File: config.mk
export PLATFORM = sky130hd
export DESIGN_NAME = srt_cell
export DESIGN_NICKNAME = d
export VERILOG_FILES = /design/src/srt_pkg.sv /design/src/srt_cell.sv
export SDC_FILE = /design/constraint.sdc
export NUM_CORES = 1
export LEC_CHECK = 0
export BUFFER_PORTS_ARGS = -buffer_cell sky130_fd_sc_hd__clkbuf_2
export CELL_PAD_IN_SITES_DETAIL_PLACEMENT = 1
export CELL_PAD_IN_SITES_GLOBAL_PLACEMENT = 2
export CORE_AREA = 2 2 104 106
export CTS_CLUSTER_SIZE = 10
export DETAILED_ROUTE_END_ITERATION = 8
export DIE_AREA = 0 0 106 108
export PLACE_DENSITY = 0.76
export SYNTH_ARGS = -nofsm -noshare
export SYNTH_HDL_FRONTEND = slang
export SYNTH_SLANG_ARGS = --single-unit
File: constraint.sdc
create_clock -name clk -period 4.1 [get_ports clk]
set_input_delay 0.615 -clock clk [delete_from_list [all_inputs] [get_ports clk]]
set_output_delay 0.615 -clock clk [all_outputs]
set_load 0.02 [all_outputs]
File: src/srt_pkg.sv
`default_nettype none

package srt_pkg;

  localparam int unsigned DEPTH = 64;

  typedef logic signed [31:0] value_t;

  typedef struct packed {
    logic insert;
    logic shift;
  } cell_ctrl_t;

  typedef struct packed {
    value_t value;
    logic   occ;
    logic   gt;
  } cell_link_t;

endpackage

`default_nettype wire

File: src/srt_cell.sv
`default_nettype none

module srt_cell (
  input  wire logic               clk,
  input  wire logic               rst,
  input  wire srt_pkg::cell_ctrl_t ctrl,
  input  wire srt_pkg::value_t    sample,
  input  wire srt_pkg::cell_link_t lower,
  input  wire srt_pkg::cell_link_t upper,
  output srt_pkg::cell_link_t     link
);

  srt_pkg::value_t value;
  logic            occ;
  logic            gt;

  assign gt = !occ || (value > sample);

  always_ff @(posedge clk) begin
    if (ctrl.shift) begin
      value <= upper.value;
    end else if (ctrl.insert && gt) begin
      value <= lower.gt ? lower.value : sample;
    end
  end

  always_ff @(posedge clk) begin
    if (rst) begin
      occ <= 1'b0;
    end else if (ctrl.shift) begin
      occ <= upper.occ;
    end else if (ctrl.insert) begin
      occ <= occ | lower.occ;
    end
  end

  assign link.value = value;
  assign link.occ   = occ;
  assign link.gt    = gt;

endmodule

`default_nettype wire
# --- Word level (Yosys, flattened, before mapping) ---
# Index checks and enable logic that the tools add are counted.
totals:
  wordCells: 14
  regBits: 33
  out_inout_bits: 34
  inputBits: 104
op_classes:
  n_lt_le_gt_ge: 1
  reduce_logical: 5
  bitwise_logic: 1
  mux: 5
op_table:
  columns: ["cell", "count"]
  rows:
  - ["2-to-1 mux 32 bit", 3]
  - ["> comparator 32 bit", 1]
  - ["nonzero test 2 bit", 2]
  - ["2-to-1 mux 1 bit", 2]
  - ["logical AND 1 bit", 1]
  - ["zero test 1 bit", 1]
  - ["logical OR 1 bit", 1]
  - ["OR 1 bit", 1]

# --- Logic depth before layout (Yosys ltp) ---
logic_depth:
  ltp_word: 5
  mapped_depth: 9
  mapped_depth_nobuf: 8

# --- Worst setup path after synthesis ---
# No wires, ideal clock.
synth_path:
  path_type: "input -> register"
  start: "in sample[14]"
  end: "reg value[0], enable pin"
  path_slack_ns: 0.499
  t_required_ns: 3.675
  path_buffers: 0
  path_stages: 7
  setup_time_ns: 0.425
  arrival_time_ns: 3.176
  path_cell_list: "inv_1 -> ha_1 -> nand4_2 -> nor4_2 -> a211oi_1 -> o211a_1 -> o21ai_1"
synth_via:
  elab_chain_cells: 4
synth_lines:
  columns: ["element", "line_no", "source"]
  rows:
  - ["start: declaration", "srt_cell.sv:7", "input wire srt_pkg::value_t sample,"]
  - ["> comparator 32 bit", "srt_cell.sv:17", "assign gt = !occ || (value > sample);"]
  - ["logical OR 1 bit", "srt_cell.sv:17", null]
  - ["logical AND 1 bit", "srt_cell.sv:22", "end else if (ctrl.insert && gt) begin"]
  - ["nonzero test 2 bit (no source line)", null, null]
  - ["end signal: assignment", "srt_cell.sv:21", "value <= upper.value;"]
  - ["end signal: assignment", "srt_cell.sv:23", "value <= lower.gt ? lower.value : sample;"]
  - ["end: declaration", "srt_cell.sv:13", "srt_pkg::value_t value;"]
# No other way between the ends.
# A chain may end at the register's enable or synchronous reset.

==> impl_metrics.py <==
metrics = {
    "worst_setup_path": {
        "worstReg2RegEnd": "value[28]$_DFFE_PP_",
        "reg2reg_depth": 7,
        "worstPathRequired_ns": 3.48,
        "end_kind": "output port",
        "start_kind": "input port",
        "r2r-start": "value[15]$_DFFE_PP_",
        "crit_path_max_fanout": 3,
        "path_class": "input port to output port",
        "reg2reg_slack_ns": 1.39,
        "arrival_ns": 2.39,
    },
    "layout": {
        "mostFrequentLayoutCell": "clkbuf_2",
        "fill_cells": 1234,
        "fin_area_sq_um": 3460,
        "final_util_pct": 33.8,
        "drive_gt1_share_pct": 37.7,
        "areaGrowthSynthToFinish_pct": 37.0,
        "fin_nets": 536,
        "final_cell_mix": "136 x clkbuf_2, 38 x nand2_1, 35 x inv_1, 35 x o21ai_0",
        "antenna_cells": 0,
    },
    "routing": {
        "first_pass_iters": 4,
        "wirelength_mm": 7.48,
        "avgRoutedWirePerCell_um": 13.9,
        "drt-vias-per-instance": 4.48,
        "drc": 0,
        "vias": 2406,
        "initialDrtViolationCount": 94,
        "ant_nets": 0,
    },
    "floorplanning": {
        "num_rows": 37,
        "die_area_sq_um": 11400,
        "initial_core_util_pct": 24.7,
        "die_w_um": 106,
        "die_y_um": 108,
        "core_sq_um": 10200,
        "ioPinCount": 138,
    },
    "place": {
        "placed_area_sq_um": 3350,
        "place.gp.congestion": 0.818,
        "place_hpwl_mm": 6.17,
        "io_buffers": 136,
    },
    "timing": {
        "hold_viol_final": 0,
        "finClkSkew_ns": 0.0100,
        "final.setup.tns_ns": 0,
        "min_period_ns": 3.00,
        "setup_viol": 0,
        "timing.final.crit_share_pct": 73.2,
        "slew_headroom_pct": 21.2,
        "rsz0062_at_grt": "no",
        "slew_viol_final": 0,
        "fmax_mhz": 333,
        "worst_pin_slew_ns": 1.18,
    },
    "worst_hold_path": {
        "worstHoldStart": "rst",
        "holdPathEnd": "occ$_SDFFE_PP0P_",
        "hold_path_depth": 2,
        "min_path_type": "input port to flop",
    },
    "pwr": {
        "p_leak_nw": 1.83,
        "ir_worst_vdd_mv": 0.187,
        "power_mw": 1.11,
        "pwr_density_cell_nw_per_um2": 319,
    },
    "cts": {
        "cts_root_buf": "clkbuf_8",
        "cts-hold-fix-buffers": 0,
        "cts.sinks": 33,
        "clk_latency_ns": 0.29,
        "h-tree-depth": 2,
        "cts_max_path_buffers": 2,
        "post-cts-setup-buffer-count": 0,
        "cts_inserted_buffers": 5,
        "cts_tree": "built",
        "cts.reportedPaths.clkPinSlew_ns": 0.07,
        "cts_resized": 0,
    },
    "synthesis": {
        "ys_warn_count": 0,
        "ys_ff_latch": 33,
        "ys_types": 27,
        "syn_area_sq_um": 2530,
        "synth_nets": 403,
        "syn_avg_cell_area_sq_um": 9.47,
        "ys_seq_area_share_pct": 38.8,
        "syn_inst": 267,
    },
    "global_route": {
        "grt_antenna_before_repair": 0,
        "grt_overflow_total": 0,
        "grt_pass1_wl_mm": 11.9,
        "grt_max_degree": 68,
        "grt_pass1_vias": 2488,
        "grt.total_usage_pct": 13.1,
    },
    "run_status": {
        "status": "completed",
    },
    "job": {
        "drv_cap": 0,
    },
}
## layout make-up
cell class | count | area, sq um | area share (%)
repair buffers | 139 | 703 | 20.3
well taps | 136 | 170 | 4.92
clock buffers | 5 | 68.8 | 1.99
clock inverters | 3 | 41.3 | 1.19
flip-flops and latches | 33 | 981 | 28.3
multi-input cells | 186 | 1370 | 39.5
inverters | 35 | 131 | 3.79
## cell families after synthesis
| logic type | Yosys count | share of synthesized area (%) |
|---|---|---|
| buf+inv | 48 | 7.57 |
| mux | 32 | 12.7 |
| compound gates | 64 | 14.3 |
| simple gates | 58 | 10.8 |
| fa+ha+maj | 32 | 15.8 |
| flops | 33 | 38.8 |
## power breakdown
| group | leakage, nW | internal (mW) | switching (mW) |
|---|---|---|---|
| Sequential | 0.343 | 0.421 | 0.0237 |
| Combinational | 1.44 | 0.144 | 0.201 |
| Clock | 0.0518 | 0.179 | 0.137 |
## cells in the mapped netlist
cell type	n	share of area, %
a2111oi_2	1	0.59
a211oi_1	2	0.59
a21o_1	3	0.89
a21oi_1	16	3.2
and4_1	1	0.35
buf_2	3	0.59
buf_4	2	0.59
clkbuf_1	8	1.2
dfxtp_1	1	0.79
edfxtp_1	32	38
ha_1	32	16
inv_1	35	5.2
mux2i_1	32	13
nand2_1	38	5.6
nand2b_1	1	0.25
nand3_1	5	0.99
nand4_1	5	1.2
nand4_2	1	0.49
nor2_1	4	0.59
nor4_2	2	0.99
o211a_1	2	0.79
o21a_1	1	0.30
o21ai_0	35	6.9
o21ai_1	2	0.40
o221ai_1	1	0.35
o31ai_1	1	0.30
or2_1	1	0.25
## per-layer routing
metal	track usage (%)	up-vias	part of all wire, %
met5	0	-	0
met4	2.54	0	0.56
met2	23.8	78	49
met3	3.32	5	6.1
li1	-	1214	-
met1	15.6	1109	45
## state kept, by name, summed over array words and instances, names as in the netlist
signal  cells
occ         1
value      32
## how the worst max path moves through the flow
stage / endpoint / slack, ns / startpoint / depth (start not counted)
CTS: link[0] / 1.06 / sample[14] / 9
global placement: value[19]$_DFFE_PP_ / 1.00 / sample[13] / 9
detailed placement: value[19]$_DFFE_PP_ / 0.99 / sample[14] / 9
floorplan: value[0]$_DFFE_PP_ / 0.50 / sample[14] / 7
finish: link[0] / 1.10 / sample[14] / 9
global route: link[0] / 0.92 / value[27]$_DFFE_PP_ / 7
## critical path, stage by stage
cell and delay (ns):
clkbuf_2 0.11, inv_1 0.04, ha_1 0.30, nand4_2 0.15, nor4_2 0.37, a211oi_1 0.15, o211a_1 0.30, o21ai_1 0.15
clkbuf_2 0.19
## stage by stage
step | setup WS (ns) | hold slack [ns] | std cells
after global routing | 0.923 | 0.479 | 537
after CTS | 1.06 | 0.473 | 537
after floorplan | 0.499 | 0.591 | 267
after global placement | 1.00 | 0.642 | 529
after detailed placement | 0.993 | 0.678 | 529
final | 1.10 | 0.486 | 537
(Power assumes the default switching activity.)
